==> src/rtl/core/tsg_pkg.sv <==
package tsg_pkg;

    // Sizing
    localparam int SLOTS           = 16;
    localparam int SLOT_W          = (SLOTS > 1) ? $clog2(SLOTS) : 1;
    localparam int GESTURE_ENTRIES = 8;
    localparam int QUEUE_DEPTH     = 4;
    localparam int Q_PTR_W         = $clog2(QUEUE_DEPTH);
    localparam int Q_CNT_W         = $clog2(QUEUE_DEPTH + 1);
    localparam int CORDIC_STEPS    = 15;
    localparam int ENTRY_W         = 13;

    // Angles in 1/256 degree
    localparam logic [16:0] ANG_45  = 17'd11520;
    localparam logic [16:0] ANG_90  = 17'd23040;
    localparam logic [16:0] ANG_180 = 17'd46080;
    localparam logic [16:0] ANG_270 = 17'd69120;

    // Event codes
    typedef enum logic [1:0] {
        FN_DOWN   = 2'd0,
        FN_MOTION = 2'd1,
        FN_UP     = 2'd2,
        FN_TICK   = 2'd3
    } func_t;

    // Register indexes
    typedef enum logic [2:0] {
        REG_DIST_THR  = 3'd0,
        REG_LENIENCY  = 3'd1,
        REG_TIMEOUT   = 3'd2,
        REG_ORIENT    = 3'd3,
        REG_EDGE_SIZE = 3'd4,
        REG_SCREEN    = 3'd5,
        REG_TAB_LO    = 3'd6,
        REG_TAB_HI    = 3'd7
    } reg_idx_t;

    localparam logic [3:0] SWIPE_NONE  = 4'd8;
    localparam logic [3:0] EDGE_ANY    = 4'd0;
    localparam logic [3:0] EDGE_NONE   = 4'd1;
    localparam logic [3:0] EDGE_LEFT   = 4'd2;
    localparam logic [3:0] EDGE_RIGHT  = 4'd3;
    localparam logic [3:0] EDGE_TOP    = 4'd4;
    localparam logic [3:0] EDGE_BOTTOM = 4'd5;
    localparam logic [3:0] EDGE_TL     = 4'd6;
    localparam logic [3:0] EDGE_TR     = 4'd7;
    localparam logic [3:0] EDGE_BL     = 4'd8;
    localparam logic [3:0] EDGE_BR     = 4'd9;

    // One queued event for the back end
    typedef struct packed {
        func_t       func;
        logic        up_ok;
        logic [15:0] x0;
        logic [15:0] y0;
        logic [15:0] x1;
        logic [15:0] y1;
    } job_t;

    // Configuration as seen by the back end
    typedef struct packed {
        logic [15:0] dist_thr;
        logic [7:0]  leniency;
        logic [15:0] timeout;
        logic [1:0]  orient;
        logic [31:0] edge_sizes;
        logic [31:0] screen_size;
        logic [51:0] tab_lo;
        logic [51:0] tab_hi;
    } cfg_t;

    // atan(2^-i) in 1/256 degree
    function automatic logic [13:0] atan_step(input logic [3:0] i);
        logic [13:0] r;
        case (i)
            4'd0:    r = 14'd11520;
            4'd1:    r = 14'd6801;
            4'd2:    r = 14'd3593;
            4'd3:    r = 14'd1824;
            4'd4:    r = 14'd916;
            4'd5:    r = 14'd458;
            4'd6:    r = 14'd229;
            4'd7:    r = 14'd115;
            4'd8:    r = 14'd57;
            4'd9:    r = 14'd29;
            4'd10:   r = 14'd14;
            4'd11:   r = 14'd7;
            4'd12:   r = 14'd4;
            4'd13:   r = 14'd2;
            4'd14:   r = 14'd1;
            default: r = 14'd0;
        endcase
        return r;
    endfunction

    // Swipe code of each 45 degree window, starting straight up
    function automatic logic [3:0] window_code(input logic [3:0] k);
        logic [3:0] r;
        case (k)
            4'd0:    r = 4'd0;
            4'd1:    r = 4'd4;
            4'd2:    r = 4'd2;
            4'd3:    r = 4'd7;
            4'd4:    r = 4'd1;
            4'd5:    r = 4'd6;
            4'd6:    r = 4'd3;
            4'd7:    r = 4'd5;
            4'd8:    r = 4'd0;
            default: r = SWIPE_NONE;
        endcase
        return r;
    endfunction

    function automatic logic [2:0] swipe_turn(input logic [2:0] s);
        logic [2:0] r;
        case (s)
            3'd0:    r = 3'd2;
            3'd1:    r = 3'd3;
            3'd2:    r = 3'd1;
            3'd3:    r = 3'd0;
            3'd4:    r = 3'd7;
            3'd5:    r = 3'd4;
            3'd6:    r = 3'd5;
            default: r = 3'd6;
        endcase
        return r;
    endfunction

    // Any, none and the codes above the corners stay as they are
    function automatic logic [3:0] edge_turn(input logic [3:0] e);
        logic [3:0] r;
        case (e)
            EDGE_LEFT:   r = EDGE_TOP;
            EDGE_RIGHT:  r = EDGE_BOTTOM;
            EDGE_TOP:    r = EDGE_RIGHT;
            EDGE_BOTTOM: r = EDGE_LEFT;
            EDGE_TL:     r = EDGE_TR;
            EDGE_TR:     r = EDGE_BR;
            EDGE_BL:     r = EDGE_TL;
            EDGE_BR:     r = EDGE_BL;
            default:     r = e;
        endcase
        return r;
    endfunction

    function automatic logic [2:0] rot_swipe(input logic [2:0] s, input logic [1:0] n);
        logic [2:0] r;
        r = s;
        for (int t = 0; t < 3; t++) begin
            if (t < int'(n)) r = swipe_turn(r);
        end
        return r;
    endfunction

    function automatic logic [3:0] rot_edge(input logic [3:0] e, input logic [1:0] n);
        logic [3:0] r;
        r = e;
        for (int t = 0; t < 3; t++) begin
            if (t < int'(n)) r = edge_turn(r);
        end
        return r;
    endfunction

endpackage

==> src/rtl/core/tsg_front.sv <==
module tsg_front (
    input  logic                 clk,
    input  logic                 rst_n,
    input  logic                 in_valid,
    output logic                 in_stall,
    input  logic [1:0]           func,
    input  logic [3:0]           slot,
    input  logic [15:0]          pos_x,
    input  logic [15:0]          pos_y,
    input  logic                 q_full,
    output logic                 push,
    output tsg_pkg::job_t        push_job
);
    import tsg_pkg::*;

    logic [31:0]     start_pos_reg [SLOTS];
    logic [31:0]     end_pos_reg   [SLOTS];
    logic [SLOTS-1:0] start_valid_reg, start_valid_next;
    logic [SLOTS-1:0] end_valid_reg, end_valid_next;

    logic            accept;
    logic            slot_ok;
    logic [SLOT_W-1:0] idx;
    func_t           fn;

    assign in_stall = q_full;
    assign accept   = in_valid && !q_full;
    assign fn       = func_t'(func);
    assign idx      = SLOT_W'(slot);
    assign slot_ok  = (32'(slot) < SLOTS);

    // Classify the event and build the queue entry
    always_comb
    begin
        start_valid_next = start_valid_reg;
        end_valid_next   = end_valid_reg;
        push             = 1'b0;
        push_job.func    = fn;
        push_job.up_ok   = start_valid_reg[idx] && end_valid_reg[idx];
        push_job.x0      = start_pos_reg[idx][15:0];
        push_job.y0      = start_pos_reg[idx][31:16];
        push_job.x1      = end_pos_reg[idx][15:0];
        push_job.y1      = end_pos_reg[idx][31:16];
        if (accept)
        begin
            case (fn)
                FN_TICK:
                begin
                    push = 1'b1;
                end
                FN_DOWN:
                begin
                    push = slot_ok;
                    if (slot_ok) start_valid_next[idx] = 1'b1;
                end
                FN_MOTION:
                begin
                    if (slot_ok) end_valid_next[idx] = 1'b1;
                end
                FN_UP:
                begin
                    push = slot_ok;
                    if (slot_ok)
                    begin
                        start_valid_next[idx] = 1'b0;
                        end_valid_next[idx]   = 1'b0;
                    end
                end
                default:
                begin
                    push = 1'b0;
                end
            endcase
        end
    end

    // Valid bits
    always_ff @(posedge clk or negedge rst_n)
    begin
        if (!rst_n)
        begin
            start_valid_reg <= '0;
            end_valid_reg   <= '0;
        end
        else
        begin
            start_valid_reg <= start_valid_next;
            end_valid_reg   <= end_valid_next;
        end
    end

    // Point store
    always_ff @(posedge clk)
    begin
        if (accept && slot_ok && fn == FN_DOWN)
            start_pos_reg[idx] <= {pos_y, pos_x};
        if (accept && slot_ok && fn == FN_MOTION)
            end_pos_reg[idx] <= {pos_y, pos_x};
    end

endmodule

==> config.mk <==
export PLATFORM = sky130hd
export DESIGN_NAME = tsg_front
export DESIGN_NICKNAME = d
export VERILOG_FILES = /design/src/rtl/core/tsg_pkg.sv /design/src/rtl/core/tsg_front.sv
export SDC_FILE = /design/constraint.sdc
export NUM_CORES = 1
export LEC_CHECK = 0
export ABC_AREA = 1
export BUFFER_PORTS_ARGS = -buffer_cell sky130_fd_sc_hd__buf_2
export CAP_MARGIN = 20
export CORE_ASPECT_RATIO = 0.75
export CORE_MARGIN = 3
export CORE_UTILIZATION = 60
export CTS_BUF_LIST = sky130_fd_sc_hd__clkbuf_8 sky130_fd_sc_hd__clkbuf_16
export DETAILED_ROUTE_END_ITERATION = 10
export MAX_ROUTING_LAYER = met4
export PLACE_DENSITY = 0.81
export SETUP_SLACK_MARGIN = 0.4
export SYNTH_ARGS = -nofsm -noshare
export SYNTH_HDL_FRONTEND = slang
export SYNTH_SLANG_ARGS = --single-unit
==> constraint.sdc <==
create_clock -name clk -period 1.4 [get_ports clk]
set_input_delay 0.07 -clock clk [delete_from_list [all_inputs] [get_ports clk]]
set_output_delay 0.07 -clock clk [all_outputs]
set_load 0.01 [all_outputs]
# Word level (Yosys, flattened, before mapping)

Memories as Yosys holds them, arrays and structs flattened.
Cells that the tools add are included.

Magnitude comparators: 2
Equal/unequal tests: 3
Multiplexer cells: 14
Bitwise operators: 5
Reduce and logical (&&, ||, !) cells: 12

Operator list:

| operator             | count |
|---|---|
| $pmux W16 S2         | 2 |
| $and A16 B16 Y16     | 2 |
| $or A16 B16 Y16      | 2 |
| $not A16 Y16         | 1 |
| $mux W1              | 9 |
| $bmux W1 S4          | 2 |
| $logic_and A1 B1 Y1  | 5 |
| $lt A4 B5 Y1 const B | 1 |
| $demux W1 S4         | 1 |
| $eq A2 B2 Y1 const B | 2 |
| $ge A4 B1 Y1 const B | 1 |
| $reduce_and A2 Y1    | 2 |
| $reduce_bool A2 Y1   | 2 |
| $reduce_or A3 Y1     | 1 |
| $eq A2 B1 Y1 const B | 1 |
| $logic_not A2 Y1     | 1 |
| $logic_not A1 Y1     | 1 |

Register bits: 32
Memory bits (writable): 1024
Bits of input ports: 42
Output and inout bits: 69
Logic and storage cells: 40
Memories: 2

Memory list:

| memory        | depth | bits a word | rd ports | clocked after memory_dff | wr ports | RTL line        | text |
|---|---|---|---|---|---|---|---|
| end_pos_reg   | 16    | 32          | 1        | 0                        | 1        | tsg_front.sv:17 | `logic [31:0] end_pos_reg [SLOTS];` |
| start_pos_reg | 16    | 32          | 1        | 0                        | 1        | tsg_front.sv:16 | `logic [31:0] start_pos_reg [SLOTS];` |

# Logic depth before layout (Yosys ltp)

Gate-level depths: netlist (run 1).

Depth after elaboration: 7
Gate-level depth with buffers: 11
Gate-level depth less buffers: 9

# Least setup slack after synthesis (run 1)

Ideal clock, no wire load.

Kind: input -> register
Start: input slot[0]
End: memory end_pos_reg[10][0] (enable)
Setup time: 421 ps
Data arrival time: 2149 ps
Required time: 979 ps
Path slack: -1170 ps
Stages on the path: 7
Path buffers: 2
Cell sequence: buf_6 > inv_2 > buf_4 > nand2_2 > nor2_1 > inv_1 > nor2_1

RTL lines:

| what               | RTL line        | text |
|---|---|---|
| start: declaration | tsg_front.sv:7  | `input logic [3:0] slot,` |
| end: declaration   | tsg_front.sv:17 |  |

Straight into the memory's write port.

==> results of run 1 <==
[kinds of logic (layout without fill, tap and decap cells)]
kind of cell	count (synthesis)	after routing	synth area share, %
flip-flops	1056	1056	76.5
adder cells (fa/ha/maj)	4	4	0.121
buffers and inverters	316	697	3.73
AND/OR/NAND/NOR	1913	1913	19.0
AO/OA/AOI/OAI	47	47	0.616
[per-layer routing]
layer	up-vias	global-route usage, %
met4	0	11.6
li1	12000	-
met2	2080	48.4
met5	-	-
met3	315	5.49
met1	13600	42.5
[worst paths after layout]
kind                                               start                    endpoint  slack [ns]  depth (start not counted)
max                        end_pos_reg[14][26]$_DFFE_PP_                push_job[10]       -0.50                          7
min                                                rst_n  asynchronous set/reset pin        0.01                          2
max reg2reg                                    flip-flop                   flip-flop        0.60                          3
min reg2reg                                    flip-flop                   flip-flop        0.49                          2
max in group asynchronous                          rst_n  asynchronous set/reset pin        0.90                          2
min in group clk                                in_valid                   flip-flop        0.05                          6
[cell usage after synthesis]
cell | number | area share [%]
nand2_1 | 1595 | 15
edfxtp_1 | 1024 | 75
nand4_1 | 256 | 3.9
inv_1 | 133 | 1.2
buf_2 | 92 | 1.1
nor2_1 | 56 | 0.51
dfrtp_1 | 32 | 1.9
inv_2 | 26 | 0.24
buf_6 | 24 | 0.66
clkbuf_1 | 18 | 0.16
a21oi_1 | 16 | 0.19
a31oi_1 | 15 | 0.23
buf_4 | 14 | 0.25
o21ai_0 | 13 | 0.16
buf_1 | 8 | 0.073
ha_1 | 4 | 0.12
nand2_2 | 3 | 0.046
o21ai_1 | 3 | 0.036
inv_4 | 1 | 0.015
nor2_2 | 1 | 0.015
nor2_4 | 1 | 0.027
nor2_8 | 1 | 0.049
[power groups by stage]
stage / registers [uW] / logic, uW / clock network, uW
after floorplan: 35700 / 2140 / 0
after global placement: 35700 / 3950 / 0
after detailed placement: 35700 / 4080 / 0
after CTS: 35100 / 4540 / 25300
after global routing: 35100 / 5060 / 26500
final: 35100 / 4710 / 25200
[layout make-up]
type                            instances  area [um^2]  share of cell area [%]
Multi-Input combinational cell       1964         8810                    17.8
Clock inverter                         75          649                    1.31
Clock buffer                           94         2350                    4.75
Sequential cell                      1056        31600                    63.7
Inverter                              160          648                    1.31
Tap cell                              882         1100                    2.23
Timing Repair Buffer                  368         4420                    8.92
[worst register-to-register path, delay by kind of cell (launching register included)]
family / cells / cell delay, ns
DFF: 1 / 0.38
buffers and inverters: 1 / 0.13
AOI/OAI and AO/OA: 2 / 0.15
[placed cells by master, fill, tap and decap left out]
cell / Yosys / layout
buf_6: 24 / 60
nor2_2: 1 / 1
buf_12: 0 / 102
dlygate4sd3_1: 0 / 33
nand2_2: 3 / 74
nand2_4: 0 / 19
inv_2: 26 / 68
buf_2: 92 / 54
bufinv_16: 0 / 8
a31oi_1: 15 / 15
inv_8: 0 / 2
o21ai_0: 13 / 13
clkinv_1: 0 / 28
inv_4: 1 / 5
dfrtp_1: 32 / 32
nor2_1: 56 / 12
inv_1: 133 / 94
clkinvlp_4: 0 / 2
buf_8: 0 / 4
a21oi_1: 16 / 16
buf_4: 14 / 105
clkbuf_16: 0 / 104
nor2_8: 1 / 1
clkinv_16: 0 / 3
inv_16: 0 / 1
ha_1: 4 / 3
clkinv_8: 0 / 3
clkinv_4: 0 / 3
o21ai_1: 3 / 3
nand4_1: 256 / 256
nor2_4: 1 / 45
edfxtp_1: 1024 / 1024
clkinv_2: 0 / 18
ha_2: 0 / 1
nand2_1: 1595 / 1505
[what timing repair did]
item                                   in CTS  in global routing
endpoints found under the hold margin    1056                  0
hold buffers                               33                  0
cloned                                      0                 11
setup buffers                               1                  9
setup endpoints to repair                 129                477
gates resized for setup                   150                 84
pin swaps                                 273                185
[per-stage QoR]
step	hold WS, ns	TNS [ns]
after floorplan	-0.226	-194.38
after global placement	0.156	-190.97
after detailed placement	0.167	-213.89
after CTS	-0.00302	-23.15
after global routing	0.0659	-26.23
final	0.0125	-21.49
==> metrics.md, run 1 <==
| Metric | Value |
|---|---|
| Status | `complete, but fails checks` |
| Failing checks | `negative setup slack` |
| Buf/Inv on CP | `2` |
| Internal | `50400 uW` |
| Die outline area | `72000 um^2` |
| Setup ws final | `-0.502 ns` |
| Dpl hpwl | `63600 um` |
| Total power | `65000 uW` |
| Fin. max-slew vios | `0` |
| Leak | `0.0179 uW` |
| YS warnings | `0` |
| Critical path class | `reg -> out` |
| 1st-pass router iterations | `6` |
| Distinct cell type count of the synthesized netlist | `22` |
| Num CTS Buffers | `93` |
| H-tree Lvls | `3` |
| Final Hold Vio Count | `0` |
| Synthesized instance count | `3336` |
| Relative max-transition margin | `51.1%` |
| Total grt overflow | `0` |
| Met2 wire length | `53600 um` |
| Ports | `111` |
| Slowest Stage Delay on Critical Path | `0.39 ns` |
| Pre-CTS WS | `-0.339 ns` |
| DRC viols | `0` |
| Sw Pwr | `14600 uW` |
| Top sig layer | `met4` |
| Post-synth net total | `3382` |
| Clock Latency Late Sink | `0.64 ns` |
| Antenna diodes | `0` |
| Die H | `233 um` |
| CTS max path bufs | `3` |
| RD Place Congestion | `0.853` |
| Antenna violations before repair | `0` |
| Fraction of the yosys area taken by sequential cells | `76.5%` |
| Ratio of final minimum period to clock period | `136%` |
| CTS tree | `done` |
| Vias | `28000` |
| Routed length on met3 | `13700 um` |
| PortBufs | `110` |
| Maximum vdd ir drop | `1.54 mV` |
| Startpoint types | `flip-flop` |
| CP max stage cell | `edfxtp_1` |
| Setup Skew | `0 ns` |
| Clock sinks | `1056` |
| First-pass GRT wire length | `162000 um` |
| Syn-to-layout area delta | `20.1%` |
| Final Util | `73.5%` |
| Fmax | `526 MHz` |
| Area after DPL | `45100 um^2` |
| Placed insts | `4376` |
| Critical path endpoint category | `output port` |
| Min-Delay Path Class | `in -> async` |
| Iteration-0 DRC Markers | `4068` |
| CP top delay family | `simple AND/OR/NAND/NOR gates` |
| DR WL/cell | `24.4 um` |
| Seq cells post-synth | `1056` |
| Largest net degree at the start of global routing | `47` |
| Max-cap violation count | `0` |
| Number of global-route vias before repair | `27000` |
| Power Density | `1310 nW/um^2` |
| Root Driver | `clkbuf_16` |
| Crit path time final | `1.90 ns` |
| Fin nets | `3689` |
| Combinational share of power | `7.2%` |
| Vias per cell | `6.10` |
| RSZ-0062 raised after global routing | `yes` |
| Share of cells above drive strength 1 | `18.4%` |
| # rows | `82` |
| Post-route ant nets | `0` |
| Core ar. | `67400 um^2` |
| Sw frac | `22.5%` |
| Clk slew on worst S/H paths | `0.07 ns` |
| Data required, critical path | `1.33 ns` |
| Tightest Pin Transition | `0.734 ns` |
| Initial Utilization | `61.2%` |
| Fillers | `3806` |
| Clock power share | `38.8%` |
| Die span in x | `309 um` |
| DRT met1 WL | `41400 um` |
| Crit Path Max Fanout | `1` |
| Final-report setup violation count | `65` |
| Post-synthesis average cell area | `12.4 um^2` |
| Final wirelength | `112000 um` |
| Ordered cell list for the critical path | `nand2_1 -> nand4_1 -> nand2_1 -> nand2_1 -> inv_1 -> nand2_2 -> buf_6` |
| Worst Path Arrival | `1.83 ns` |
| Gr usage total | `31.3%` |
| Sequential share of power | `54.0%` |
| Design area | `49500 um^2` |
| Finished Layout Cells | `4599` |
| Crit path top cell by count | `nand2_1` |
| Synthesized cell area | `41200 um^2` |
No activity file was read; power rests on OpenSTA's default activity.
==> run 2, diff against run 1 <==
--- a/config.mk
+++ b/config.mk
@@ -14,8 +14,9 @@
 export CTS_BUF_LIST = sky130_fd_sc_hd__clkbuf_8 sky130_fd_sc_hd__clkbuf_16
 export DETAILED_ROUTE_END_ITERATION = 10
 export MAX_ROUTING_LAYER = met4
-export PLACE_DENSITY = 0.81
+export PLACE_DENSITY_LB_ADDON = 0.3
 export SETUP_SLACK_MARGIN = 0.4
+export SLEW_MARGIN = 20
 export SYNTH_ARGS = -nofsm -noshare
 export SYNTH_HDL_FRONTEND = slang
 export SYNTH_SLANG_ARGS = --single-unit
==> constraint.sdc (replaced) <==
create_clock -name clk -period 2 [get_ports clk]
set_input_delay 0.1 -clock clk [delete_from_list [all_inputs] [get_ports clk]]
set_output_delay 0.1 -clock clk [all_outputs]
set_load 0.01 [all_outputs]
==> run 2 against run 1 <==
- the flow now finishes without violations
- worst hold slack gained 0.032 ns
- count of clock-buffer cells in the layout grew 3
- critical endpoint is now push_job[64]
- sequential share of layout area grew 1.7 points
- combinational power shrank 36%
- first-iteration DRC count shrank 13%
- clock skew is the same
- register-to-register slack gained 0.51 ns
==> metrics.md, run 2 (synthesis gave the netlist of run 1 again) <==
| Metric | Value |
|---|---|
| Clock power share | `38.9% (about the same)` |
| Commonest non-fill, non-tap cell in the layout | `nand2_1` |
| Routing usage on met1 | `41.4% (-1.1 points)` |
| Post-route ant nets | `0 (unchanged)` |
| Slowest Stage Delay on Critical Path | `0.40 ns (about the same)` |
| Die span in x | `309 um (unchanged)` |
| Initial Utilization | `61.2% (unchanged)` |
| Sequential share of power | `54.4% (+0.4 points)` |
| Buf/Inv on CP | `1 (-1)` |
| Status | `finished, final reports clean` |
| Min-Delay Path Class | `in -> reg` |
| Ports | `111 (unchanged)` |
| Setup_tns | `0 ns (+21.49 ns)` |
| Die outline area | `72000 um^2 (unchanged)` |
| Number of global-route vias before repair | `26300 (-2.6%)` |
| Worst Path Arrival | `1.76 ns (-0.07 ns)` |
| Placed insts | `4298 (-1.8%)` |
| Startpoint types | `flip-flop` |
| Sw frac | `21.9% (-0.62 points)` |
| DR WL/cell | `23.6 um (-3.5%)` |
| Antenna violations before repair | `0 (unchanged)` |
| Crit Path Max Fanout | `2 (+1)` |
| Fmax | `537 MHz` |
| Tightest Pin Transition | `0.720 ns (-0.0142 ns)` |
| Largest net degree at the start of global routing | `67 (+43%)` |
| H-tree Lvls | `3 (unchanged)` |
| Maximum vdd ir drop | `0.929 mV (-40%)` |
| Sw Pwr | `9870 uW (-32%)` |
| Power Density | `936 nW/um^2 (-29%)` |
| Combinational share of power | `6.7% (-0.5 points)` |
| Total power | `45200 uW (-31%)` |
| Finished Layout Cells | `4524 (-1.6%)` |
| Syn-to-layout area delta | `16.9%` |
| First-pass GRT wire length | `158000 um (-2.8%)` |
| Most frequent cells in the layout | `nand2_1, edfxtp_1, nand4_1` |
| CTS tree | `done` |
| Critical path class | `reg -> out` |
| Area after DPL | `44200 um^2 (-1.9%)` |
| Storage cell area | `31600 um^2 (unchanged)` |
| Iteration-0 DRC Markers | `3519 (-13%)` |
| Relative max-transition margin | `52.0% (+0.95 points)` |
| Fin nets | `3613 (-2.1%)` |
| Dpl hpwl | `55700 um (-12%)` |
| Vias per cell | `6.00 (-1.6%)` |
| Fillers | `4164 (+9.4%)` |
| Worst Hold Path Cells | `1` |
| Final wirelength | `107000 um (-5.1%)` |
| Final Util | `71.6% (-1.9 points)` |
| Met2 usage | `47.6% (-0.80 points)` |
| Design area | `48200 um^2 (-2.6%)` |
| 1st-pass router iterations | `6 (unchanged)` |
| Clock sinks | `1056 (unchanged)` |
| Data required, critical path | `1.90 ns (+0.57 ns)` |
| Core ar. | `67400 um^2 (unchanged)` |
| # rows | `82 (unchanged)` |
| Final-report setup violation count | `0 (-100%)` |
| Gr usage total | `30.5% (-0.81 points)` |
| Final Hold Vio Count | `0 (unchanged)` |
| Ratio of final minimum period to clock period | `93.0%` |
| Multi-input gate area in the final layout | `8630 um^2 (-2.0%)` |
| Max-cap violation count | `0 (unchanged)` |
| Clock Latency Late Sink | `0.65 ns (about the same)` |
| PortBufs | `110 (unchanged)` |
| GRT busiest layer | `met2` |
| CP max stage cell | `dfrtp_1` |
| M3 GR Usage | `5.51% (+0.018 points)` |
| Ordered cell list for the critical path | `nand2_1 -> nand2_1 -> nand2_1 -> nand2_2 -> nand2_1 -> nand2_1 -> nor2_1 -> nor2_2 -> buf_2` |
| CTS max path bufs | `3 (unchanged)` |
| Vias | `27100 (-3.2%)` |
| Crit path time final | `1.86 ns` |
| R2R cell count | `3 (unchanged)` |
| Crit path top cell by count | `nand2_1` |
| DRC viols | `0 (unchanged)` |
| Fin. max-slew vios | `0 (unchanged)` |
| Die H | `233 um (unchanged)` |
| RD Place Congestion | `0.838 (-1.9%)` |
| Num CTS Buffers | `95 (+2.2%)` |
| Total grt overflow | `0 (unchanged)` |
| Internal | `35300 uW (-30%)` |
| Setup Skew | `0 ns (unchanged)` |
| Root Driver | `clkbuf_16` |
| Critical path endpoint category | `output port` |
| RSZ-0062 raised after global routing | `yes` |
| Share of cells above drive strength 1 | `14.4% (-3.9 points)` |
| Leak | `0.0174 uW (-2.9%)` |
| Clk slew on worst S/H paths | `0.07 ns (about the same)` |
| Crit path depth | `9 (+2)` |
| CP top delay family | `simple AND/OR/NAND/NOR gates` |
run 2: cell count changes in the layout (fill, tap and decap cells not counted), moves of 5 or more:
cell      previous run  this run
inv_2               68        43
buf_2               54        81
nand2_2             74        33
buf_12             102        74
inv_1               94       131
nor2_4              45        39
nand2_1           1505      1555
nand2_4             19         8
clkinv_1            28        19
buf_4              105        58
buf_16               0         5
buf_6               60        31
run 2: worst reg2reg max path, cell delays in order (launching register included):
cell     delay [ns]
dfrtp_1        0.39
buf_4          0.14
a21oi_1        0.14
a31oi_1        0.08
run 2: final cells by class:
cell class / instances / share of cell area (%)
sequential: 1056 / 65.4
multi-input combinational: 1964 / 17.9
timing repair buffer: 289 / 6.85
timing repair inverter: 1 / 0.0182
clock inverter: 74 / 1.15
clock buffer: 97 / 5.03
tap: 882 / 2.29
antenna: 1 / 0.00519
inverter: 160 / 1.34
run 2: metrics by stage:
| stage | setup slack, ns | hold slack, ns |
|---|---|---|
| 2_1_floorplan | 0.134 | -0.196 |
| 3_3_place_gp | 0.204 | 0.180 |
| 3_5_place_dp | 0.163 | 0.195 |
| 4_1_cts | 0.126 | 0.00211 |
| 5_1_grt | 0.0264 | 0.0501 |
| 6_report | 0.139 | 0.0440 |
run 2: final timing paths:
| check | from | endpoint | slack [ns] |
|---|---|---|---|
| hold reg to reg | flip-flop | flip-flop | 0.50 |
| setup reg to reg | flip-flop | flip-flop | 1.11 |
| hold / removal | pos_x[5] | start_pos_reg[13][5]$_DFFE_PP_ | 0.04 |
| min in group asynchronous | rst_n | asynchronous set/reset pin | 0.05 |
| setup / recovery | flip-flop | push_job[64] | 0.14 |
| max in group asynchronous | rst_n | asynchronous set/reset pin | 1.49 |
run 2: power groups by stage:
| stage | clock [uW] | sequential (uW) | combinational [uW] |
|---|---|---|---|
| after floorplan | 0 | 25000 | 1500 |
| final | 17600 | 24600 | 3020 |
| after detailed placement | 0 | 25000 | 2690 |
| after global routing | 18600 | 24600 | 3280 |
| after global placement | 0 | 25000 | 2600 |
| after CTS | 17700 | 24600 | 2920 |
run 2: metal layers:
layer	vias to the layer above	share of wire, %
li1	11900	-
met1	13200	39
met2	1735	47
met3	225	12
met4	0	2.6
met5	-	0
run 2: what timing repair did:
item,CTS,global route
hold buffers,33,0
cloned,3,4
pin swaps,175,52
gates resized for setup,69,35
setup buffers,4,10
endpoints found under the setup margin,65,96
endpoints found under the hold margin,966,0
