File: src/rtl/core/tsg_pkg.sv
package tsg_pkg;

    // Sizing
    localparam int SLOTS           = 16;
    localparam int SLOT_W          = (SLOTS > 1) ? $clog2(SLOTS) : 1;
    localparam int GESTURE_ENTRIES = 8;
    localparam int QUEUE_DEPTH     = 4;
    localparam int Q_PTR_W         = $clog2(QUEUE_DEPTH);
    localparam int Q_CNT_W         = $clog2(QUEUE_DEPTH + 1);
    localparam int CORDIC_STEPS    = 15;
    localparam int ENTRY_W         = 13;

    // Angles in 1/256 degree
    localparam logic [16:0] ANG_45  = 17'd11520;
    localparam logic [16:0] ANG_90  = 17'd23040;
    localparam logic [16:0] ANG_180 = 17'd46080;
    localparam logic [16:0] ANG_270 = 17'd69120;

    // Event codes
    typedef enum logic [1:0] {
        FN_DOWN   = 2'd0,
        FN_MOTION = 2'd1,
        FN_UP     = 2'd2,
        FN_TICK   = 2'd3
    } func_t;

    // Register indexes
    typedef enum logic [2:0] {
        REG_DIST_THR  = 3'd0,
        REG_LENIENCY  = 3'd1,
        REG_TIMEOUT   = 3'd2,
        REG_ORIENT    = 3'd3,
        REG_EDGE_SIZE = 3'd4,
        REG_SCREEN    = 3'd5,
        REG_TAB_LO    = 3'd6,
        REG_TAB_HI    = 3'd7
    } reg_idx_t;

    localparam logic [3:0] SWIPE_NONE  = 4'd8;
    localparam logic [3:0] EDGE_ANY    = 4'd0;
    localparam logic [3:0] EDGE_NONE   = 4'd1;
    localparam logic [3:0] EDGE_LEFT   = 4'd2;
    localparam logic [3:0] EDGE_RIGHT  = 4'd3;
    localparam logic [3:0] EDGE_TOP    = 4'd4;
    localparam logic [3:0] EDGE_BOTTOM = 4'd5;
    localparam logic [3:0] EDGE_TL     = 4'd6;
    localparam logic [3:0] EDGE_TR     = 4'd7;
    localparam logic [3:0] EDGE_BL     = 4'd8;
    localparam logic [3:0] EDGE_BR     = 4'd9;

    // One queued event for the back end
    typedef struct packed {
        func_t       func;
        logic        up_ok;
        logic [15:0] x0;
        logic [15:0] y0;
        logic [15:0] x1;
        logic [15:0] y1;
    } job_t;

    // Configuration as seen by the back end
    typedef struct packed {
        logic [15:0] dist_thr;
        logic [7:0]  leniency;
        logic [15:0] timeout;
        logic [1:0]  orient;
        logic [31:0] edge_sizes;
        logic [31:0] screen_size;
        logic [51:0] tab_lo;
        logic [51:0] tab_hi;
    } cfg_t;

    // atan(2^-i) in 1/256 degree
    function automatic logic [13:0] atan_step(input logic [3:0] i);
        logic [13:0] r;
        case (i)
            4'd0:    r = 14'd11520;
            4'd1:    r = 14'd6801;
            4'd2:    r = 14'd3593;
            4'd3:    r = 14'd1824;
            4'd4:    r = 14'd916;
            4'd5:    r = 14'd458;
            4'd6:    r = 14'd229;
            4'd7:    r = 14'd115;
            4'd8:    r = 14'd57;
            4'd9:    r = 14'd29;
            4'd10:   r = 14'd14;
            4'd11:   r = 14'd7;
            4'd12:   r = 14'd4;
            4'd13:   r = 14'd2;
            4'd14:   r = 14'd1;
            default: r = 14'd0;
        endcase
        return r;
    endfunction

    // Swipe code of each 45 degree window, starting straight up
    function automatic logic [3:0] window_code(input logic [3:0] k);
        logic [3:0] r;
        case (k)
            4'd0:    r = 4'd0;
            4'd1:    r = 4'd4;
            4'd2:    r = 4'd2;
            4'd3:    r = 4'd7;
            4'd4:    r = 4'd1;
            4'd5:    r = 4'd6;
            4'd6:    r = 4'd3;
            4'd7:    r = 4'd5;
            4'd8:    r = 4'd0;
            default: r = SWIPE_NONE;
        endcase
        return r;
    endfunction

    function automatic logic [2:0] swipe_turn(input logic [2:0] s);
        logic [2:0] r;
        case (s)
            3'd0:    r = 3'd2;
            3'd1:    r = 3'd3;
            3'd2:    r = 3'd1;
            3'd3:    r = 3'd0;
            3'd4:    r = 3'd7;
            3'd5:    r = 3'd4;
            3'd6:    r = 3'd5;
            default: r = 3'd6;
        endcase
        return r;
    endfunction

    // Any, none and the codes above the corners stay as they are
    function automatic logic [3:0] edge_turn(input logic [3:0] e);
        logic [3:0] r;
        case (e)
            EDGE_LEFT:   r = EDGE_TOP;
            EDGE_RIGHT:  r = EDGE_BOTTOM;
            EDGE_TOP:    r = EDGE_RIGHT;
            EDGE_BOTTOM: r = EDGE_LEFT;
            EDGE_TL:     r = EDGE_TR;
            EDGE_TR:     r = EDGE_BR;
            EDGE_BL:     r = EDGE_TL;
            EDGE_BR:     r = EDGE_BL;
            default:     r = e;
        endcase
        return r;
    endfunction

    function automatic logic [2:0] rot_swipe(input logic [2:0] s, input logic [1:0] n);
        logic [2:0] r;
        r = s;
        for (int t = 0; t < 3; t++) begin
            if (t < int'(n)) r = swipe_turn(r);
        end
        return r;
    endfunction

    function automatic logic [3:0] rot_edge(input logic [3:0] e, input logic [1:0] n);
        logic [3:0] r;
        r = e;
        for (int t = 0; t < 3; t++) begin
            if (t < int'(n)) r = edge_turn(r);
        end
        return r;
    endfunction

endpackage

File: src/rtl/core/tsg_back.sv
module tsg_back (
    input  logic           clk,
    input  logic           rst_n,
    input  tsg_pkg::cfg_t  cfg,
    input  logic           q_empty,
    input  tsg_pkg::job_t  head,
    output logic           pop,
    output logic           out_valid,
    input  logic           out_stall,
    output logic [3:0]     swipe_code,
    output logic [4:0]     finger_count,
    output logic [3:0]     edge_code,
    output logic [7:0]     match_mask
);
    import tsg_pkg::*;

    typedef enum logic [2:0] {
        ST_IDLE,
        ST_SQ,
        ST_ROT,
        ST_CLS,
        ST_FIN
    } state_t;

    state_t              state_reg, state_next;
    logic [4:0]          fingers_reg, fingers_next;
    logic [4:0]          agree_reg, agree_next;
    logic [3:0]          pending_reg, pending_next;
    logic [15:0]         elapsed_reg, elapsed_next;
    job_t                job_reg, job_next;
    logic [33:0]         sqa_reg, sqa_next, sqb_reg, sqb_next;
    logic [31:0]         thr2_reg, thr2_next;
    logic [3:0]          edge_reg, edge_next;
    logic [3:0]          swipe_reg, swipe_next;
    logic                zero_reg, zero_next;
    logic                flip_reg, flip_next;
    logic                qzero_reg, qzero_next;
    logic [16:0]         base_reg, base_next;
    logic signed [32:0]  cx_reg, cx_next, cy_reg, cy_next;
    logic signed [15:0]  cz_reg, cz_next;
    logic [3:0]          iter_reg, iter_next;
    logic                ov_reg, ov_next;
    logic [3:0]          o_swipe_reg, o_swipe_next;
    logic [4:0]          o_count_reg, o_count_next;
    logic [3:0]          o_edge_reg, o_edge_next;
    logic [7:0]          o_mask_reg, o_mask_next;

    assign out_valid    = ov_reg;
    assign swipe_code   = o_swipe_reg;
    assign finger_count = o_count_reg;
    assign edge_code    = o_edge_reg;
    assign match_mask   = o_mask_reg;

    always_comb
    begin
        logic signed [16:0] a, b;
        logic [15:0]        s, t;
        logic [16:0]        ex, ey, w, h;
        logic [3:0]         hz, vt;
        logic signed [32:0] ax, ay;
        logic signed [15:0] zc;
        logic [16:0]        ratio, d;
        logic [17:0]        len, dl, kk;
        logic [34:0]        dist2;
        logic [3:0]         sw;
        logic               hit;
        logic [4:0]         na;
        logic [3:0]         npend;
        logic [12:0]        ent;
        logic [7:0]         mask;

        state_next   = state_reg;
        fingers_next = fingers_reg;
        agree_next   = agree_reg;
        pending_next = pending_reg;
        elapsed_next = elapsed_reg;
        job_next     = job_reg;
        sqa_next     = sqa_reg;
        sqb_next     = sqb_reg;
        thr2_next    = thr2_reg;
        edge_next    = edge_reg;
        swipe_next   = swipe_reg;
        zero_next    = zero_reg;
        flip_next    = flip_reg;
        qzero_next   = qzero_reg;
        base_next    = base_reg;
        cx_next      = cx_reg;
        cy_next      = cy_reg;
        cz_next      = cz_reg;
        iter_next    = iter_reg;
        ov_next      = ov_reg && out_stall;
        o_swipe_next = o_swipe_reg;
        o_count_next = o_count_reg;
        o_edge_next  = o_edge_reg;
        o_mask_next  = o_mask_reg;
        pop          = 1'b0;

        a  = $signed({1'b0, job_reg.x1}) - $signed({1'b0, job_reg.x0});
        b  = $signed({1'b0, job_reg.y0}) - $signed({1'b0, job_reg.y1});
        ex = {1'b0, cfg.edge_sizes[15:0]};
        ey = {1'b0, cfg.edge_sizes[31:16]};
        w  = {1'b0, cfg.screen_size[15:0]};
        h  = {1'b0, cfg.screen_size[31:16]};
        s  = '0;
        t  = '0;
        hz = EDGE_NONE;
        vt = EDGE_NONE;

        // One CORDIC rotation, shifts rounding toward zero
        ax = (cy_reg >= 0) ? (cy_reg >>> iter_reg) : -((-cy_reg) >>> iter_reg);
        ay = (cx_reg >= 0) ? (cx_reg >>> iter_reg) : -((-cx_reg) >>> iter_reg);

        // Angle assembly and window search
        if (qzero_reg)               zc = '0;
        else if (cz_reg < 0)         zc = '0;
        else if (cz_reg > 16'sd11520) zc = 16'sd11520;
        else                         zc = cz_reg;
        ratio = flip_reg ? (ANG_90 - 17'(zc)) : 17'(zc);
        d     = zero_reg ? '0 : (base_reg + ratio);
        len   = {2'b0, cfg.leniency, 8'd0};
        dl    = {1'b0, d} + len;
        dist2 = {1'b0, sqa_reg} + {1'b0, sqb_reg};
        sw    = SWIPE_NONE;
        hit   = 1'b0;
        for (int k = 0; k < 9; k++) begin
            kk = 18'(k * 11520);
            if (!hit && dl >= kk && {1'b0, d} <= kk + len)
            begin
                hit = 1'b1;
                sw  = window_code(4'(k));
            end
        end
        if (dist2 < {3'b0, thr2_reg}) sw = SWIPE_NONE;

        // Agreement update and table match for the finishing step
        npend = (agree_reg == '0) ? swipe_reg : pending_reg;
        na    = agree_reg;
        if (npend == swipe_reg && agree_reg < 5'd31) na = agree_reg + 1'b1;
        mask = '0;
        for (int i = 0; i < GESTURE_ENTRIES; i++) begin
            ent = (i < 4) ? cfg.tab_lo[ENTRY_W*(i%4) +: ENTRY_W]
                          : cfg.tab_hi[ENTRY_W*(i%4) +: ENTRY_W];
            if (ent[12] && ent[11:7] == na
                && {1'b0, rot_swipe(ent[6:4], cfg.orient)} == swipe_reg
                && (rot_edge(ent[3:0], cfg.orient) == EDGE_ANY
                    || rot_edge(ent[3:0], cfg.orient) == edge_reg))
                mask[i] = 1'b1;
        end

        case (state_reg)
            ST_IDLE:
            begin
                if (!q_empty)
                begin
                    pop = 1'b1;
                    case (head.func)
                        FN_TICK:
                        begin
                            if (elapsed_reg != 16'hFFFF) elapsed_next = elapsed_reg + 1'b1;
                        end
                        FN_DOWN:
                        begin
                            if (fingers_reg == '0) elapsed_next = '0;
                            if (fingers_reg < 5'd31) fingers_next = fingers_reg + 1'b1;
                        end
                        FN_UP:
                        begin
                            if (fingers_reg != '0) fingers_next = fingers_reg - 1'b1;
                            if (head.up_ok)
                            begin
                                job_next   = head;
                                state_next = ST_SQ;
                            end
                        end
                        default:
                        begin
                            fingers_next = fingers_reg;
                        end
                    endcase
                end
            end

            ST_SQ:
            begin
                // Squares, edge band and quadrant reduction
                sqa_next  = 34'(a * a);
                sqb_next  = 34'(b * b);
                thr2_next = cfg.dist_thr * cfg.dist_thr;
                if ({1'b0, job_reg.x0} <= ex)           hz = EDGE_LEFT;
                else if ({1'b0, job_reg.x0} + ex >= w)  hz = EDGE_RIGHT;
                else if ({1'b0, job_reg.x1} <= ex)      hz = EDGE_LEFT;
                else if ({1'b0, job_reg.x1} + ex >= w)  hz = EDGE_RIGHT;
                if ({1'b0, job_reg.y0} <= ey)           vt = EDGE_TOP;
                else if ({1'b0, job_reg.y0} + ey >= h)  vt = EDGE_BOTTOM;
                else if ({1'b0, job_reg.y1} <= ey)      vt = EDGE_TOP;
                else if ({1'b0, job_reg.y1} + ey >= h)  vt = EDGE_BOTTOM;
                if (hz == EDGE_LEFT && vt == EDGE_TOP)          edge_next = EDGE_TL;
                else if (hz == EDGE_RIGHT && vt == EDGE_TOP)    edge_next = EDGE_TR;
                else if (hz == EDGE_LEFT && vt == EDGE_BOTTOM)  edge_next = EDGE_BL;
                else if (hz == EDGE_RIGHT && vt == EDGE_BOTTOM) edge_next = EDGE_BR;
                else edge_next = (hz != EDGE_NONE) ? hz : vt;

                zero_next = (a == 0) && (b == 0);
                if (a >= 0 && b > 0)
                begin
                    s = a[15:0]; t = b[15:0]; base_next = '0;
                end
                else if (a > 0)
                begin
                    s = 16'(-b); t = a[15:0]; base_next = ANG_90;
                end
                else if (b < 0)
                begin
                    s = 16'(-a); t = 16'(-b); base_next = ANG_180;
                end
                else
                begin
                    s = b[15:0]; t = 16'(-a); base_next = ANG_270;
                end
                flip_next  = (s > t);
                qzero_next = (s > t) ? (t == '0) : (s == '0);
                cx_next    = $signed({3'b0, ((s > t) ? s : t), 14'd0});
                cy_next    = $signed({3'b0, ((s > t) ? t : s), 14'd0});
                cz_next    = '0;
                iter_next  = '0;
                state_next = ST_ROT;
            end

            ST_ROT:
            begin
                if (cy_reg >= 0)
                begin
                    cx_next = cx_reg + ax;
                    cy_next = cy_reg - ay;
                    cz_next = cz_reg + $signed({2'b0, atan_step(iter_reg)});
                end
                else
                begin
                    cx_next = cx_reg - ax;
                    cy_next = cy_reg + ay;
                    cz_next = cz_reg - $signed({2'b0, atan_step(iter_reg)});
                end
                iter_next = iter_reg + 1'b1;
                if (iter_reg == 4'(CORDIC_STEPS - 1)) state_next = ST_CLS;
            end

            ST_CLS:
            begin
                swipe_next = sw;
                state_next = ST_FIN;
            end

            ST_FIN:
            begin
                if (fingers_reg != '0)
                begin
                    pending_next = npend;
                    agree_next   = na;
                    state_next   = ST_IDLE;
                end
                else if (elapsed_reg >= cfg.timeout)
                begin
                    pending_next = npend;
                    agree_next   = '0;
                    state_next   = ST_IDLE;
                end
                else if (!(ov_reg && out_stall))
                begin
                    pending_next = npend;
                    agree_next   = '0;
                    ov_next      = 1'b1;
                    o_swipe_next = swipe_reg;
                    o_count_next = na;
                    o_edge_next  = edge_reg;
                    o_mask_next  = mask;
                    state_next   = ST_IDLE;
                end
            end

            default:
            begin
                state_next = ST_IDLE;
            end
        endcase
    end

    // State, counters and output register
    always_ff @(posedge clk or negedge rst_n)
    begin
        if (!rst_n)
        begin
            state_reg   <= ST_IDLE;
            fingers_reg <= '0;
            agree_reg   <= '0;
            pending_reg <= '0;
            elapsed_reg <= '0;
            job_reg     <= '0;
            sqa_reg     <= '0;
            sqb_reg     <= '0;
            thr2_reg    <= '0;
            edge_reg    <= '0;
            swipe_reg   <= '0;
            zero_reg    <= 1'b0;
            flip_reg    <= 1'b0;
            qzero_reg   <= 1'b0;
            base_reg    <= '0;
            cx_reg      <= '0;
            cy_reg      <= '0;
            cz_reg      <= '0;
            iter_reg    <= '0;
            ov_reg      <= 1'b0;
            o_swipe_reg <= '0;
            o_count_reg <= '0;
            o_edge_reg  <= '0;
            o_mask_reg  <= '0;
        end
        else
        begin
            state_reg   <= state_next;
            fingers_reg <= fingers_next;
            agree_reg   <= agree_next;
            pending_reg <= pending_next;
            elapsed_reg <= elapsed_next;
            job_reg     <= job_next;
            sqa_reg     <= sqa_next;
            sqb_reg     <= sqb_next;
            thr2_reg    <= thr2_next;
            edge_reg    <= edge_next;
            swipe_reg   <= swipe_next;
            zero_reg    <= zero_next;
            flip_reg    <= flip_next;
            qzero_reg   <= qzero_next;
            base_reg    <= base_next;
            cx_reg      <= cx_next;
            cy_reg      <= cy_next;
            cz_reg      <= cz_next;
            iter_reg    <= iter_next;
            ov_reg      <= ov_next;
            o_swipe_reg <= o_swipe_next;
            o_count_reg <= o_count_next;
            o_edge_reg  <= o_edge_next;
            o_mask_reg  <= o_mask_next;
        end
    end

endmodule

File: config.mk
export PLATFORM = sky130hd
export DESIGN_NAME = tsg_back
export DESIGN_NICKNAME = d
export VERILOG_FILES = /design/src/rtl/core/tsg_pkg.sv /design/src/rtl/core/tsg_back.sv
export SDC_FILE = /design/constraint.sdc
export NUM_CORES = 2
export LEC_CHECK = 0
export BUFFER_PORTS_ARGS = -buffer_cell sky130_fd_sc_hd__buf_2
export CORE_ASPECT_RATIO = 0.75
export CORE_MARGIN = 2
export CORE_UTILIZATION = 30
export CTS_BUF_LIST = sky130_fd_sc_hd__clkbuf_4 sky130_fd_sc_hd__clkbuf_8
export DETAILED_ROUTE_END_ITERATION = 16
export GPL_ROUTABILITY_DRIVEN = 0
export HOLD_SLACK_MARGIN = 0.06
export SYNTH_ARGS = -nofsm -noshare
export SYNTH_HDL_FRONTEND = slang
export SYNTH_SLANG_ARGS = --single-unit
File: constraint.sdc
create_clock -name clk -period 12 [get_ports clk]
set_clock_uncertainty 0.05 [all_clocks]
set_input_delay 2.4 -clock clk [delete_from_list [all_inputs] [get_ports clk]]
set_output_delay 2.4 -clock clk [all_outputs]
set_load 0.005 [all_outputs]
---- Word level (Yosys, flattened, before mapping) ----
Memory sizes are Yosys's and may differ from the RTL's.
Cells that the tools add are included.
W data, S select, Z words.
word-level totals
  register bits ........................... 333
  bits in read-only memories .............. 448
  output and inout port bits .............. 23
  logic and storage cells ................. 812
  memories kept ........................... 2
memory list
  name              words  width  read ports  clocked after Yosys merged registers in  wr ports  line           source
  (name not given)  16     14     1           0                                        0         tsg_pkg.sv:76  case (i)
  (name not given)  16     14     1           0                                        0         tsg_pkg.sv:76
cells by class
  add/sub/neg operators ................... 35
  multipliers ............................. 3
  magnitude comparators ................... 42
  equality and inequality tests ........... 384
  shift operators ......................... 4
  mux-type cells .......................... 196
  bitwise logic cells ..................... 4
  reductions and logical operators ........ 115
operators with widths
  kind                   number
  $pmux W4 S8            24
  $pmux W3 S7            24
  $eq A4 B3 Y1 const B   98
  $mux W16               16
  $eq A3 B3 Y1 const B   73
  $eq A4 B2 Y1 const B   50
  $eq A4 B4 Y1 const B   49
  $mux W4                45
  $eq A3 B2 Y1 const B   50
  $mux W33               4
  $neg A33 Y33           4
  $pmux W33 S2           2
  $sshr A33 B4 Y33       4
  $mux W3                35
  $le A17 B17 Y1         5
  $mux W17               5
  $eq A3 B1 Y1 const B   25
  $logic_not A3 Y1       25
  $add A16 B16 Y17       4
  $ge A17 B16 Y1         4
  $mul A17 B17 Y34       2
  $add A33 B33 Y33       2
  $ge A33 B1 Y1 const B  2
  $sub A33 B33 Y33       2
  other kinds (68)       229

---- Depth between registers and ports, before layout ----
  depth after elaboration ................. 45
  mapped depth ............................ 40

---- Least setup slack after synthesis ----
Ideal clock, no wire load.
  path type ............................... flip-flop to flip-flop
  from .................................... register job_reg[32] (netlist name)
  to ...................................... register sqb_reg[33]
  data arrival time ....................... 9.641 ns
  slack ................................... 2.175 ns
  stages on the path, launching flop included .. 40
  period minus slack after synthesis ...... 9.825 ns
  path through ............................ dfrtp_1 -> inv_1 -> ha_1 -> inv_1 -> fa_1 -> a21o_1 -> a21oi_1 -> o21ai_0 -> a2111oi_0 -> o311ai_0 -> a31o_2 -> a21oi_1 -> o21ai_0 -> inv_1 -> clkbuf_1 -> clkbuf_1 -> buf_1 -> buf_1 -> [4 not listed] -> fa_1 -> inv_1 -> fa_1 -> fa_1 -> fa_1 -> inv_1 -> ha_1 -> and2_1 -> a31oi_1 -> a31oi_1 -> a211oi_1 -> a211o_1 -> o21ai_0 -> o31ai_1 -> a21oi_1 -> a21oi_1 -> xnor2_1 -> o21ai_0
on the way
  word-level cells in the longest chain between the ends .. 2
ends and longest elaborated chain
  item                    line             source
  from (decl)             tsg_back.sv:30   job_t job_reg, job_next;
  from (signal assigned)  tsg_back.sv:324  job_reg <= job_next;
  $sub A16 B16 Y17        tsg_back.sv:99   b = $signed({1'b0, job_reg.y0}) - $signed({1'b0, job_reg.y1});
  $mul A17 B17 Y34        tsg_back.sv:187  sqb_next = 34'(b * b);
  to (signal assigned)    tsg_back.sv:326  sqb_reg <= sqb_next;
  to (decl)               tsg_back.sv:31   logic [33:0] sqa_reg, sqa_next, sqb_reg, sqb_next;
No other way between the ends.
A chain may end at the register's enable or synchronous reset.

---- Final worst setup path ----
  from .................................... register cy_reg[1]
  to ...................................... register cx_reg[32]
on the way
  word-level cells in the longest chain between the ends .. 7
  elaborated cells on any way between the ends .. 10
  those cells by class .................... 4 x add/sub; 1 x order compare; 2 x shift; 3 x mux
ends and longest elaborated chain
  item                                                  line                              source
  from (decl)                                           tsg_back.sv:39                    logic signed [32:0] cx_reg, cx_next, cy_reg, cy_next;
  from (signal assigned)                                tsg_back.sv:335                   cy_reg <= cy_next;
  $neg A33 Y33                                          tsg_back.sv:110                   ax = (cy_reg >= 0) ? (cy_reg >>> iter_reg) : -((-cy_reg) >>> iter_reg);
  $sshr A33 B4 Y33                                      tsg_back.sv:110
  $neg A33 Y33                                          tsg_back.sv:110
  $mux W33                                              tsg_back.sv:110
  $sub A33 B33 Y33 or $add A33 B33 Y33 (tied branches)  tsg_back.sv:239, tsg_back.sv:233
  $mux W33 (*)                                          tsg_back.sv:231                   if (cy_reg >= 0)
  $pmux W33 S2 (*)                                      tsg_back.sv:150                   case (state_reg)
  to (signal assigned)                                  tsg_back.sv:334                   cx_reg <= cx_next;
  to (decl)                                             tsg_back.sv:39
Every way passes the cells marked *; elsewhere a longest branch is shown, timed or not.

==> results.ini <==
[cts]
htreeDepth = 2
post-cts-setup-buffers = 0
numCtsBuffers = 61
post_cts_resize_count = 0
clk_latency_ns = 0.87
cts_tree = done
root_buffer = clkbuf_8
clockBufferDepth = 3
clk_pin_slew_ns = 0.07
postCtsHoldBufs = 0
cts.sinks = 319

[floorplan]
die_w_um = 582
dieHeight_um = 438
start_util = 0.301
row_count = 159
core_area_mm2 = 0.250
die_area_mm2 = 0.255
io_pins = 304

[detailed_routing]
drtAntennaViolNets = 0
via_per_inst = 5.41
vias = 69400
dr.pass1.iters = 10
drc = 0
dr_wl_met3_mm = 30.4
routed.top_layer = met5
drtIter0Drc = 7872
drt_wl_total_mm = 257
routedWlPerCell_um = 20.1
wl_met1_mm = 122
wl_met2_mm = 98.5

[sta]
hold_viol_final = 0
max_freq_mhz = 94.8
tightest_slew_ns = 1.30
layout_min_cycle_time_ns = 10.55
slew_viol_final = 0
period_share = 0.879
final.setup.tns_ns = 0
slew_headroom = 0.124
rsz0062_at_grt = no
setup_viol = 0

[final_layout]
fin_cells = 12800
nFillCells = 26600
largest_reg_flops = 64
num-nets-final = 11200
syn2layout_area_growth_pct = 8.56
drive_above_1_share = 0.0894

[yosys]
syn-num-nets = 11200
synth-async-reset-ratio = 1.00
syn_area_mm2 = 0.0752
yosysTopAreaCellShare = 0.191
synthDistinctLibCells = 101
netlist_instances = 9433
ys_top_cells_by_area = fa_1 19%, ha_1 13%, dfrtp_1 11%
ys_seq_elements = 319
synth_top_flop_cell = dfrtp_1
synthTopCellsByCount = 1269 x inv_1, 882 x nand2_1, 790 x ha_1, 717 x fa_1, 664 x nor2_1
synth_edf_count = 0
ys_warn_count = 0
synth.most_common_cell = inv_1
yosysTopAreaCell = fa_1
ys_seq_area_frac = 0.106
avgSynthCellArea_um2 = 7.97

[global_routing]
grt_pass1_wl_mm = 398
grt-ovfl-total = 0
antenna_found_initial = 31
grt_usage = 0.197
grt_max_degree = 121
first_global_vias = 65500

[setup_path]
critPathMaxStageDelay_ns = 0.81
cp_data_required_time_ns = 12.67
critPathArrivalTime_ns = 11.22
startpoint_type = flop
slowest_stage = or4b_1
cp-end-kind = flop
cp_max_fo = 21
crit_type = flop to flop

[placed_design]
port_buffers = 303
dp_hpwl_mm = 206
dp_cells = 12700

[status]
outcome = complete, no violations

[flow_run]
maxCapViolCount = 0

[worst_hold_path]
hold_path.class = flop to flop

## final timing paths
check / endpoint / depth (start not counted) / slack (ns) / from
min in group asynchronous: job_reg[11] / 1 / 1.52 / rst_n
min reg2reg: thr2_reg[0] / 2 / 0.43 / thr2_reg[0]
max reg2reg: cx_reg[32] / 29 / 1.45 / cy_reg[1]
max: cx_reg[32] / 29 / 1.45 / cy_reg[1]
min: thr2_reg[0] / 2 / 0.43 / thr2_reg[0]
max in group asynchronous: iter_reg[2] / 3 / 8.17 / rst_n
## final cells by class
cell class,instances,area (um2),share of cell area
Antenna cell,16,40.0,0.000490
Clock buffer,91,1160,0.0143
Clock inverter,23,272,0.00333
Inverter,1284,4820,0.0591
Multi-Input combinational cell,7348,60600,0.743
Sequential cell,319,8000,0.0980
Tap cell,3300,4130,0.0506
Timing Repair Buffer,440,2570,0.0315
## layer usage
layer,GRT usage,vias to the layer above
li1,-,32400
met1,0.300,33200
met2,0.269,3310
met3,0.0584,395
met4,0.0409,30
met5,0,-
## cell usage in the layout, fill, tap and decap left out, types with 113 or more instances in the layout
cell	n
inv_1	1267
nand2_1	880
ha_1	790
fa_1	717
nor2_1	661
a21oi_1	538
o21ai_0	519
xnor2_1	385
dfrtp_1	315
buf_2	302
xor2_1	230
nor3_1	192
nand3_1	172
a21o_1	156
buf_4	136
mux2_2	113
## kinds of logic (layout without fill, tap and decap cells)
family,after synthesis,in the layout,synth area share
and+or+nand+nor,2753,2753,0.177
AOI/OAI and AO/OA,2226,2226,0.193
buffers and inverters,1766,1838,0.0890
adders and majority gates,1507,1507,0.322
xor gates and xnor gates,619,619,0.0724
DFF,319,319,0.106
muxes,242,242,0.0403
other,1,17,0.0000499
## worst max-delay path, delay by kind of cell (launching register included)
family,cells,cell delay (ns)
AO/OA/AOI/OAI,15,4.79
XOR/XNOR,2,0.43
adder cells (fa/ha/maj),2,0.65
buffers and inverters,1,0.17
flip-flops,1,0.45
multiplexers,1,0.19
AND/OR/NAND/NOR,8,3.68
## through the flow
stage | setup WS (ns) | util | hold WS [ns] | instance area, um2
2_1_floorplan | 2.17 | - | 0.388 | 75200
6_report | 1.45 | 0.327 | 0.430 | 81600
5_1_grt | 0.824 | 0.327 | 0.445 | 81600
4_1_cts | 1.57 | 0.327 | 0.432 | 81600
3_3_place_gp | 1.74 | 0.321 | 0.412 | 80200
3_5_place_dp | 1.65 | 0.321 | 0.412 | 80200
Power is not shown: default switching activity piles up to over one toggle a cycle in this logic, so the estimate is an artifact.
